`config.mk`:
```
export PLATFORM = sky130hd
export DESIGN_NAME = speculative_epoch_ring_tracker
export DESIGN_NICKNAME = d
export VERILOG_FILES = /design/src/hdl/sert_pkg.sv /design/src/hdl/sert_front.sv /design/src/hdl/sert_back.sv /design/src/hdl/speculative_epoch_ring_tracker.sv
export SDC_FILE = /design/constraint.sdc
export NUM_CORES = 2
export LEC_CHECK = 0
export BUFFER_PORTS_ARGS = -buffer_cell sky130_fd_sc_hd__buf_2
export CAP_MARGIN = 5
export CORE_MARGIN = 2
export CORE_UTILIZATION = 50
export CTS_CLUSTER_DIAMETER = 50
export DETAILED_ROUTE_END_ITERATION = 6
export PLACE_DENSITY = 0.67
export SETUP_SLACK_MARGIN = 0.3
export SYNTH_ARGS = -nofsm -noshare
export SYNTH_HDL_FRONTEND = slang
export SYNTH_HIERARCHICAL = 1
export SYNTH_SLANG_ARGS = --single-unit
```
`constraint.sdc`:
```
create_clock -name clk_i -period 9.68 [get_ports clk_i]
set_input_delay 0.968 -clock clk_i [delete_from_list [all_inputs] [get_ports clk_i]]
set_output_delay 0.968 -clock clk_i [all_outputs]
set_load 0.02 [all_outputs]
```
`src/hdl/sert_pkg.sv`:
```
// Shared types and codes for the speculative epoch ring tracker.
`default_nettype none
package sert_pkg;

  localparam int unsigned Depth    = 16;
  localparam int unsigned SlotBits = $clog2(Depth);

  localparam int unsigned ReqBits  = 4;
  localparam int unsigned CodeBits = 2;
  localparam int unsigned StBits   = 3;

  localparam logic [ReqBits-1:0] ReqNext     = 4'd0;
  localparam logic [ReqBits-1:0] ReqSetDone  = 4'd1;
  localparam logic [ReqBits-1:0] ReqRollback = 4'd2;
  localparam logic [ReqBits-1:0] ReqRbDone   = 4'd3;
  localparam logic [ReqBits-1:0] ReqGetCmt   = 4'd4;
  localparam logic [ReqBits-1:0] ReqCmtDone  = 4'd5;
  localparam logic [ReqBits-1:0] ReqStop     = 4'd6;
  localparam logic [ReqBits-1:0] ReqStatus   = 4'd7;
  localparam logic [ReqBits-1:0] ReqSetTask  = 4'd8;
  localparam logic [ReqBits-1:0] ReqGetTask  = 4'd9;

  localparam logic [CodeBits-1:0] CodeOk      = 2'd0;
  localparam logic [CodeBits-1:0] CodeBusy    = 2'd1;
  localparam logic [CodeBits-1:0] CodeStopped = 2'd2;
  localparam logic [CodeBits-1:0] CodeIllegal = 2'd3;

  localparam logic [StBits-1:0] StCommit = 3'd0;
  localparam logic [StBits-1:0] StExec   = 3'd1;
  localparam logic [StBits-1:0] StDone   = 3'd2;
  localparam logic [StBits-1:0] StPend   = 3'd3;
  localparam logic [StBits-1:0] StRb     = 3'd4;

  typedef struct packed {
    logic [3:0]  req_type;
    logic [31:0] epoch_in;
    logic [15:0] task_in;
  } req_t;

  typedef struct packed {
    logic [1:0]       result_code;
    logic [31:0]      epoch_out;
    logic [2:0]       status_out;
    logic [15:0]      task_out;
    logic [31:0]      head_epoch;
    logic [31:0]      tail_epoch;
    logic [Depth-1:0] rollback_flags;
  } rsp_t;

endpackage
`default_nettype wire

```
`src/hdl/sert_front.sv`:
```
// Request intake: two-entry queue in front of the executor.
`default_nettype none
module sert_front (
  input  wire logic          clk_i,
  input  wire logic          rst_ni,
  input  wire logic          push_i,
  output logic               full_o,
  input  wire sert_pkg::req_t req_i,
  output logic               vld_o,
  input  wire logic          take_i,
  output sert_pkg::req_t     req_o
);
  sert_pkg::req_t mem_q [2];
  logic wp_q, rp_q;
  logic [1:0] cnt_q;
  logic wr, rd;

  assign full_o = cnt_q[1];
  assign vld_o  = cnt_q != 2'd0;
  assign req_o  = mem_q[rp_q];
  assign wr = push_i && !full_o;
  assign rd = take_i && vld_o;

  always_ff @(posedge clk_i) begin
    if (wr) mem_q[wp_q] <= req_i;
  end

  always_ff @(posedge clk_i or negedge rst_ni) begin
    if (!rst_ni) begin
      wp_q <= 1'b0; rp_q <= 1'b0; cnt_q <= 2'd0;
    end else begin
      if (wr) wp_q <= ~wp_q;
      if (rd) rp_q <= ~rp_q;
      cnt_q <= cnt_q + {1'b0, wr} - {1'b0, rd};
    end
  end
endmodule
`default_nettype wire

```
`src/hdl/sert_back.sv`:
```
// Request executor: slot state, cursors and the rollback and commit walks.
`default_nettype none
module sert_back (
  input  wire logic           clk_i,
  input  wire logic           rst_ni,
  input  wire logic           vld_i,
  output logic                take_o,
  input  wire sert_pkg::req_t req_i,
  output logic                rvld_o,
  input  wire logic           rtake_i,
  output sert_pkg::rsp_t      rsp_o
);
  localparam int unsigned SB = sert_pkg::SlotBits;
  localparam int unsigned KB = $clog2(sert_pkg::Depth + 1);

  typedef enum logic [2:0] {
    S_IDLE = 3'b001, S_RB = 3'b010, S_CMT = 3'b100
  } state_e;

  state_e state_q, state_d;
  logic [2:0]  st_q [sert_pkg::Depth];
  logic [2:0]  st_d [sert_pkg::Depth];
  logic [15:0] tk_q [sert_pkg::Depth];
  logic [15:0] tk_d [sert_pkg::Depth];
  logic [31:0] first_q, first_d, next_q, next_d, cmt_q, cmt_d, stop_q, stop_d;
  logic [31:0] walk_q, walk_d, dist_q, dist_d;
  logic [sert_pkg::Depth-1:0] flag_q, flag_d;
  logic [KB-1:0] k_q, k_d;
  sert_pkg::rsp_t rsp_q, rsp_d;
  logic rvld_q, rvld_d;

  function automatic logic [SB-1:0] slot(input logic [31:0] e);
    return e[SB-1:0];
  endfunction
  function automatic logic sge(input logic [31:0] a, input logic [31:0] b);
    logic [31:0] d;
    d = a - b;
    return !d[31];
  endfunction
  function automatic logic sgt(input logic [31:0] a, input logic [31:0] b);
    logic [31:0] d;
    d = a - b;
    return !d[31] && d != 32'd0;
  endfunction
  function automatic logic slt(input logic [31:0] a, input logic [31:0] b);
    logic [31:0] d;
    d = a - b;
    return d[31];
  endfunction

  logic stop_set, out_free, go;
  logic [SB-1:0] s_in, s_nx, s_cm, s_fi, s_wk;
  logic [2:0] st_in;
  logic [31:0] rb_start, stop_nx, cm_first;
  assign stop_set = sge(stop_q, first_q);
  assign out_free = !rvld_q || rtake_i;
  assign go       = state_q == S_IDLE && vld_i && out_free;
  assign take_o   = go;
  assign s_in = slot(req_i.epoch_in);
  assign s_nx = slot(next_q);
  assign s_cm = slot(cmt_q);
  assign s_fi = slot(first_q);
  assign s_wk = slot(walk_q);
  assign st_in = st_q[s_in];
  assign rvld_o = rvld_q;
  assign rsp_o  = rsp_q;
  // the walk pointer has moved k slots on from the rollback start
  assign rb_start = walk_q - 32'(k_q);
  assign stop_nx  = req_i.epoch_in + 32'd1;
  assign cm_first = (k_q == KB'(sert_pkg::Depth)) ? cmt_q : first_q;

  // walk termination
  logic rb_end, cm_end;
  assign rb_end = k_q == KB'(sert_pkg::Depth) || {{(32-KB){1'b0}}, k_q} >= dist_q;
  assign cm_end = k_q == KB'(sert_pkg::Depth) || first_q == cmt_q ||
                  st_q[s_fi] != sert_pkg::StCommit;

  always_comb begin
    state_d = state_q;
    st_d = st_q;
    tk_d = tk_q;
    first_d = first_q; next_d = next_q; cmt_d = cmt_q; stop_d = stop_q;
    walk_d = walk_q; dist_d = dist_q; flag_d = flag_q; k_d = k_q;
    rsp_d = rsp_q;
    rvld_d = rvld_q;
    if (rtake_i && rvld_q) rvld_d = 1'b0;
    unique case (state_q)
      S_IDLE: begin
        if (go) begin
          rsp_d = '0;
          rvld_d = 1'b1;
          case (req_i.req_type)
            sert_pkg::ReqNext: begin
              if (next_q != first_q && s_nx == s_fi)
                rsp_d.result_code = sert_pkg::CodeBusy;
              else if (st_q[s_nx] == sert_pkg::StPend)
                rsp_d.result_code = sert_pkg::CodeBusy;
              else if (stop_set && sge(next_q, stop_q))
                rsp_d.result_code = (stop_q == first_q) ? sert_pkg::CodeStopped
                                                        : sert_pkg::CodeBusy;
              else if (st_q[s_nx] != sert_pkg::StCommit && st_q[s_nx] != sert_pkg::StRb)
                rsp_d.result_code = sert_pkg::CodeIllegal;
              else begin
                rsp_d.epoch_out  = next_q;
                rsp_d.status_out = st_q[s_nx];
                st_d[s_nx] = sert_pkg::StExec;
                next_d = next_q + 32'd1;
              end
            end
            sert_pkg::ReqSetDone: begin
              rsp_d.status_out = st_in;
              if (st_in == sert_pkg::StExec) st_d[s_in] = sert_pkg::StDone;
              else if (st_in == sert_pkg::StPend) st_d[s_in] = sert_pkg::StRb;
              else rsp_d.result_code = sert_pkg::CodeIllegal;
            end
            sert_pkg::ReqRollback: begin
              // hold the result until the walk ends
              rvld_d = 1'b0;
              state_d = S_RB;
              if (stop_set && sgt(stop_q, req_i.epoch_in)) stop_d = first_q - 32'd1;
              dist_d = slt(req_i.epoch_in, next_q) ? next_q - req_i.epoch_in : 32'd0;
              walk_d = req_i.epoch_in;
              k_d = '0;
            end
            sert_pkg::ReqRbDone: flag_d[s_in] = 1'b0;
            sert_pkg::ReqGetCmt: begin
              if (cmt_q == next_q || st_q[s_cm] != sert_pkg::StDone ||
                  (stop_set && stop_q == cmt_q))
                rsp_d.result_code = sert_pkg::CodeStopped;
              else begin
                rsp_d.epoch_out  = cmt_q;
                rsp_d.status_out = sert_pkg::StDone;
                rsp_d.task_out   = tk_q[s_cm];
                tk_d[s_cm] = '0;
                cmt_d = cmt_q + 32'd1;
              end
            end
            sert_pkg::ReqCmtDone: begin
              rsp_d.status_out = st_in;
              if (st_in != sert_pkg::StDone) rsp_d.result_code = sert_pkg::CodeIllegal;
              else begin
                rvld_d = 1'b0;
                state_d = S_CMT;
                st_d[s_in] = sert_pkg::StCommit;
                k_d = '0;
              end
            end
            sert_pkg::ReqStop: begin
              if (!(stop_set && slt(stop_q, stop_nx))) stop_d = stop_nx;
            end
            sert_pkg::ReqStatus:  rsp_d.status_out = st_in;
            sert_pkg::ReqSetTask: tk_d[s_in] = req_i.task_in;
            sert_pkg::ReqGetTask: rsp_d.task_out = tk_q[s_in];
            default: rsp_d.result_code = sert_pkg::CodeIllegal;
          endcase
          rsp_d.head_epoch     = first_d;
          rsp_d.tail_epoch     = next_d;
          rsp_d.rollback_flags = flag_d;
        end
      end
      S_RB: begin
        if (rb_end) begin
          // clamp next to the rollback start
          if (sgt(next_q, rb_start)) next_d = rb_start;
          rsp_d.tail_epoch     = next_d;
          rsp_d.rollback_flags = flag_q;
          rvld_d = 1'b1;
          state_d = S_IDLE;
        end else begin
          if (st_q[s_wk] == sert_pkg::StExec) begin
            st_d[s_wk] = sert_pkg::StPend; flag_d[s_wk] = 1'b1;
          end else if (st_q[s_wk] == sert_pkg::StDone) begin
            st_d[s_wk] = sert_pkg::StRb; flag_d[s_wk] = 1'b1;
          end
          walk_d = walk_q + 32'd1;
          k_d = k_q + KB'(1);
        end
      end
      S_CMT: begin
        if (cm_end) begin
          first_d = cm_first;
          if (!sge(stop_q, cm_first)) stop_d = cm_first - 32'd1;
          rsp_d.head_epoch = cm_first;
          rvld_d = 1'b1;
          state_d = S_IDLE;
        end else begin
          first_d = first_q + 32'd1;
          k_d = k_q + KB'(1);
        end
      end
      default: state_d = S_IDLE;
    endcase
  end

  always_ff @(posedge clk_i or negedge rst_ni) begin
    if (!rst_ni) begin
      state_q <= S_IDLE;
      for (int i = 0; i < sert_pkg::Depth; i++) begin
        st_q[i] <= sert_pkg::StCommit; tk_q[i] <= '0;
      end
      first_q <= '0; next_q <= '0; cmt_q <= '0; stop_q <= '1;
      flag_q <= '0; walk_q <= '0; k_q <= '0; dist_q <= '0;
      rvld_q <= 1'b0; rsp_q <= '0;
    end else begin
      state_q <= state_d;
      st_q <= st_d; tk_q <= tk_d;
      first_q <= first_d; next_q <= next_d; cmt_q <= cmt_d; stop_q <= stop_d;
      flag_q <= flag_d; walk_q <= walk_d; k_q <= k_d; dist_q <= dist_d;
      rvld_q <= rvld_d; rsp_q <= rsp_d;
    end
  end
endmodule
`default_nettype wire

```
`src/hdl/speculative_epoch_ring_tracker.sv`:
```
// Top level of the speculative epoch ring tracker.
//
// Usage: requests enter through a queue-style port (push_i / full_o); a
// transaction is taken on a rising edge with push_i high and full_o low.
// Each request yields exactly one response, presented while empty_o is low
// and retired on an edge with pop_i high. The ring has sert_pkg::Depth slots.
// A two-entry intake queue decouples intake from the executor, which works
// one request at a time. A simple request is held in the intake queue and its
// response is registered in the executor; one request per cycle is sustained
// for simple requests when each response is popped at once. Rollback walks
// one slot a cycle over at most Depth slots; commit done advances the first
// cursor one slot a cycle, up to Depth slots; no new request is taken until
// the walk ends and its response is registered.
// Reset clears all slots to commit, cursors to zero, the stop bound to all
// ones and the flag bits; the block is usable the cycle after reset.
// When the receiver stalls, hold the response; the executor halts and the
// intake queue fills, then full_o rises.
`default_nettype none
module speculative_epoch_ring_tracker (
  input  wire logic           clk_i,
  input  wire logic           rst_ni,
  input  wire logic           push_i,
  output logic                full_o,
  input  wire sert_pkg::req_t req_i,
  output logic                empty_o,
  input  wire logic           pop_i,
  output sert_pkg::rsp_t      rsp_o
);
  sert_pkg::req_t q_req;
  logic q_vld, q_take, r_vld;

  sert_front u_front (
    .clk_i, .rst_ni, .push_i, .full_o, .req_i,
    .vld_o(q_vld), .take_i(q_take), .req_o(q_req)
  );

  sert_back u_back (
    .clk_i, .rst_ni, .vld_i(q_vld), .take_o(q_take), .req_i(q_req),
    .rvld_o(r_vld), .rtake_i(pop_i), .rsp_o
  );

  assign empty_o = !r_vld;
endmodule
`default_nettype wire

```
# Yosys cells after proc, flatten, opt, wreduce, memory -nomap -nowiden
# Memory sizes are Yosys's and may differ from the RTL's.
# Index checks and enable logic that the tools add are counted.
classes:
  n_eq_ne: 47
  order_cmp: 14
  reduce_logical: 55
  addsub: 19
  bitwise: 30
  mux: 124
ops:
  columns: ["operator", "count"]
  rows:
  - ["32-bit two-way mux", 20]
  - ["48-bit two-way mux", 12]
  - ["256-bit case mux with 2 select lines", 1]
  - ["32-bit case mux with 2 select lines", 6]
  - ["256-bit bitwise AND", 1]
  - ["256-bit bitwise mux", 1]
  - ["256-bit two-way mux", 1]
  - ["256-bit NOT", 1]
  - ["32-bit subtractor", 8]
  - ["48-bit case mux with 2 select lines", 2]
  - ["16-bit two-way mux", 11]
  - ["32-bit by 1-bit adder with 32-bit output (second input constant)", 5]
  - ["48-bit case mux with 3 select lines", 1]
  - ["35-bit two-way mux", 4]
  - ["32-bit bitwise AND", 4]
  - ["16-bit binary-select mux with 4-bit select", 2]
  - ["16-bit demux with 4-bit select", 2]
  - ["32-bit equality test", 4]
  - ["32-bit NOT", 4]
  - ["80-bit two-way mux", 1]
  - ["16-bit OR", 5]
  - ["16-bit case mux with 2 select lines", 2]
  - ["32-bit nonzero test", 2]
  - ["32-bit by 1-bit subtractor with 32-bit output (second input constant)", 2]
  - ["other kinds (62)", 187]
word_totals:
  elab_cells: 342
  input_bits: 56
  register_bits: 658
  mem_bits_rw: 104
  out_inout_bits: 135
  mem_count: 1
mem_list:
  columns: ["name", "words", "word_bits", "rd", "rd_clocked_by_memory_dff", "wr", "line", "source"]
  rows:
  - ["u_front.mem_q", 2, 52, 1, 0, 1, "sert_front.sv:13", "sert_pkg::req_t mem_q [2];"]

# Depth between registers and ports, before layout
logic_depth:
  depth_word: 14
  mapped_depth: 28
  mapped_depth_nobuf: 23

# By module
# Netlist, hierarchy kept.
modules_own_cells:
  columns: ["mod", "instances", "cells_each", "seq_area_each_um2", "area_each_um2"]
  rows:
  - ["sert_back", 1, 5364, 15606.2, 48743.0]
  - ["sert_front", 1, 183, 3223.1, 4205.3]
  - ["speculative_epoch_ring_tracker", 1, 1, 0.0, 3.8]

# Least setup slack after synthesis
# OpenSTA, ideal clock, no wires.
synth_path:
  path_kind: "flip-flop to flip-flop"
  start: "register u_back.walk_q[0]"
  end: "register u_back.next_q[15]"
  slack_ps: 3478
  required_time_ps: 9556
  synth_period_minus_slack_ps: 6202
  path_buffers: 5
  arrival_time_ps: 6078
  setup_time_ps: 124
  stages_incl_launch_ff: 26
  path_cell_list: "dfrtp_1 clkbuf_1 clkbuf_1 inv_1 ha_1 inv_1 fa_1 a211oi_1 o21ai_1 clkbuf_1 clkbuf_1 nor2_1 xnor2_1 ha_1 nand2_1 o21a_1 a221o_1 o211a_1 or4_1 a221oi_2 nor2_2 xnor2_1 o41ai_4 buf_6 nor3_1 a211o_1"
synth_between:
  elab_chain_len: 7
  elab_cells_between_ends: 8
  classes_between: "2 x add/sub; 3 x mux; 3 x reduce/logical"
synth_lines:
  columns: ["element", "line", "source"]
  rows:
  - ["from (decl)", "sert_back.sv:26", "logic [31:0] walk_q, walk_d, dist_q, dist_d;"]
  - ["from (signal assigned)", "sert_back.sv:208", "flag_q <= flag_d; walk_q <= walk_d; k_q <= k_d; dist_q <= dist_d;"]
  - ["32-bit by 5-bit subtractor with 32-bit output *", "sert_back.sv:68", "assign rb_start = walk_q - 32'(k_q);"]
  - ["32-bit subtractor", "sert_back.sv:42", "d = a - b;"]
  - ["32-bit nonzero test or 1-bit zero test (tied branches)", "sert_back.sv:43", "return !d[31] && d != 32'd0;"]
  - ["1-bit logical AND", "sert_back.sv:43", null]
  - ["32-bit two-way mux *", "sert_back.sv:164", "if (sgt(next_q, rb_start)) next_d = rb_start;"]
  - ["32-bit two-way mux *", "sert_back.sv:162", "if (rb_end) begin"]
  - ["32-bit case mux with 2 select lines *", "sert_back.sv:87", "unique case (state_q)"]
  - ["to (signal assigned)", "sert_back.sv:207", "first_q <= first_d; next_q <= next_d; cmt_q <= cmt_d; stop_q <= stop_d;"]
  - ["to (decl)", "sert_back.sv:25", "logic [31:0] first_q, first_d, next_q, next_d, cmt_q, cmt_d, stop_q, stop_d;"]
# Every way passes the cells marked *; elsewhere a longest branch is shown, timed or not. The select of a mux whose other input is x is not followed.
# A chain may end at the register's enable or synchronous reset.

# Worst setup path after layout
layout_path:
  start: "register u_back.walk_q[0]"
  end: "register u_back.next_q[25]"
# The elaborated chain is that of the path after synthesis.

==> results.yml <==
floorplan:
  core_sq_um: 105000
  rows: 119
  initial_core_util_pct: 50.4
  io_pins: 191
  dieArea_sq_um: 109000
  fp.dieH_microns: 329
  fp.dieW_microns: 329
power:
  power_mw: 19.8
  ir_drop_v: 0.000217
  p_leak_nw: 24.0
  power.density_nw_per_um2: 340
global_routing:
  grt_overflow_total: 0
  track_usage_pct: 38.3
  antenna_found_initial: 9
  grt_pass1_vias: 46400
  grt_pass1_wl_microns: 309000
  grt_start_max_net_pins: 185
yosys:
  yosys.area.top_type_share_pct: 28.0
  synth_area_sq_um: 53000
  ys_seq_area_share_pct: 35.6
  postSynthAreaPerCell_sq_um: 9.54
  synth_seq_cells: 730
  post_synth_num_cell_types: 99
  ys.warnings.count: 6
  synth_edf_count: 104
  yosys_most_used_dff: "dfrtp_1"
  syn_inst: 5548
  synth_top_area_cell: "dfrtp_1"
  synth_nets: 5878
  async_reset_ff_share_pct: 85.8
  netlist_top_cells_area: "dfrtp_1 28%, mux4_2 9.1%, ha_1 6.4%"
finish:
  fin_nets: 5820
  area_growth_pct: 9.93
  drive_above_1_share_pct: 15.7
  post-route-cell-area_sq_um: 58200
placement:
  gp_congestion: 1.04
  placed_cell_area_sq_um: 54800
  place_ws_ps: 2100
  dp_hpwl_microns: 148000
  portBuffers: 190
critical_path:
  end_kind: "register"
  worstPathRequired_ps: 10270
  reg2reg_from: "u_back/walk_q[0]"
  cp_num_buf_inv: 4
  crit_fanout: 18
  slowest_delay_ps: 900
  startpoint: "u_back/walk_q[0]"
  cp_slowest_cell: "a2111oi_0"
  critPathTopFamily: "compound AO/OA/AOI/OAI gates"
  critical_path_class: "register to register"
  crit_top_cell: "inv_1"
  worstPathCellList: "inv_1, ha_1, inv_1, fa_1, a211oi_1, o21a_1, nand2_1, nor2_1, xnor2_1, ha_1, inv_1, a2111oi_0, o211a_1, o2111ai_1, nor4_1, and4b_1, nand4_1, nand4bb_1, nor4_1, nand4_1, o41ai_4, buf_4, o21ai_2, a32oi_1"
  worst-endpoint-arrival_ps: 8440
  cp-start-kind: "register"
drt:
  vias: 48800
  via_per_inst: 7.01
  route.detailed.drc: 0
  drt_pass1_iterations: 6
  wire_per_inst_microns: 30.3
  wirelength_microns: 211000
  ant_nets: 0
  drt-initial-drc-count: 6558
clock_tree:
  cts_buffer_depth: 3
  path_clk_slew_ps: 60
  ctsHoldBuffers: 0
  clk_latency_ps: 690
  ctsResizeCount: 0
  post_cts_buffers: 0
  tritoncts: "done"
  h-tree-depth: 3
  root_buffer: "clkbuf_16"
  cts_buffers: 100
  cts.sinks: 730
timing:
  fin_crit_ps: 7850
  finalCritPeriodShare_pct: 81.1
  clock.fmax_mhz: 127
  timing.setup.tns_ps: 0
  rsz0062_at_grt: "no"
  finalHoldViolations: 0
  maxSlewViolCount: 0
  slew_headroom_pct: 8.71
  setup_viol: 0
  finClkSkew_ps: 38.8
  setup_slack_ps: 1830
  worstMarginPinSlew_ps: 1360
flow_run:
  drv_cap: 0
status:
  status: "finished, final reports clean"
min_path:
  min_path_type: "input port to async pin"
## where the power goes
group	leakage, nW	switching (mW)	total [mW]	internal (mW)
sequential	9.31	1.08	4.85	3.78
clock	1.65	1.56	3.80	2.23
combinational	13.0	6.99	11.1	4.14
total	24.0	9.63	19.8	10.1
## cell families after synthesis
| kind of cell | Yosys count | synth area share, % |
|---|---|---|
| AO/OA/AOI/OAI | 1615 | 20.7 |
| XOR/XNOR | 340 | 5.66 |
| multiplexers | 335 | 12.0 |
| buffers and inverters | 651 | 4.85 |
| flip-flops | 730 | 35.6 |
| AND/OR/NAND/NOR | 1599 | 14.7 |
| adder cells (fa/ha/maj) | 278 | 6.61 |
## sequential cells by signal, summed over array words and instances (netlist names), 16 cells and up, named ones only
name,cells
u_back/tk_q,256
u_front/mem_q,104
u_back/rsp_o,101
u_back/cmt_q,32
u_back/dist_q,32
u_back/first_q,32
u_back/next_q,32
u_back/stop_q,32
u_back/walk_q,32
u_back/flag_q,16
## layer usage
metal	vias up	wire, microns	global-route usage, %
met3	773	26300	11.3
met2	3332	90400	56.3
li1	20700	-	-
met5	-	55	0.174
met4	8	14700	23.0
met1	23900	80000	49.9
## cells in the mapped netlist, types with 15 or more instances
cell type	number
dfrtp_1	593
nand2_1	421
o21ai_0	381
clkbuf_1	376
nor2_1	345
a21oi_1	317
ha_1	270
xnor2_1	238
nand3_1	222
mux4_2	213
inv_1	200
o2bb2ai_1	178
nor3_1	174
a22o_1	122
edfxtp_1	104
xor2_1	100
nand4_1	90
a22oi_1	77
a21o_1	73
nor4_1	68
mux2_2	58
a211oi_1	57
o22ai_1	54
buf_1	51
mux2_4	49
a31oi_1	45
nor2b_1	45
and2_1	42
nand2b_1	39
and3_1	38
a221oi_1	36
dfstp_2	33
o31ai_1	32
o211ai_1	29
o21a_1	29
or3_1	27
a32o_1	18
and4_1	18
a32oi_1	16
o21bai_1	16
or4_1	16
mux2i_1	15
## metrics by stage
| stage | util (%) | hold slack [ps] | cells |
|---|---|---|---|
| 2_1_floorplan | - | 443 | 5548 |
| 6_report | 55.4 | 241 | 6965 |
| 3_3_place_gp | 52.1 | 458 | 6779 |
| 5_1_grt | 55.4 | 284 | 6962 |
| 3_5_place_dp | 52.1 | 465 | 6779 |
| 4_1_cts | 55.4 | 308 | 6962 |
## cell type report
cell class	instances	area, sq um
fillers	9424	46900
clock buffers	123	2760
inverters	207	777
multi-input cells	4167	31700
repair buffers	284	1700
well taps	1391	1740
diodes	3	7.51
clock inverters	60	662
flip-flops and latches	730	18800
## final timing paths
path,cells after the start,end,slack [ps]
max,24,u_back/next_q[25],1830
min,1,u_back/walk_q[20],240
max reg2reg,24,u_back/next_q[25],1830
min reg2reg,2,u_back/rsp_o[73],470
max in group asynchronous,3,async pin,7030
min in group clk_i,1,u_front/mem_q[0][5],460
## cells in the final DEF (no fill, tap or decap), drive strengths merged, types with 57 or more instances in the layout
cell type,synthesis,routed
dfrtp,593,593
nand2,422,422
o21ai,385,385
nor2,347,347
a21oi,318,318
buf,66,284
ha,270,270
xnor2,239,239
inv,200,226
nand3,222,222
mux4,213,213
o2bb2ai,178,178
nor3,174,174
clkbuf,378,123
a22o,122,122
mux2,107,107
edfxtp,104,104
xor2,100,100
nand4,90,90
a22oi,77,77
a21o,73,73
nor4,69,69
a211oi,57,57
Power figures use the tool's default switching activity.
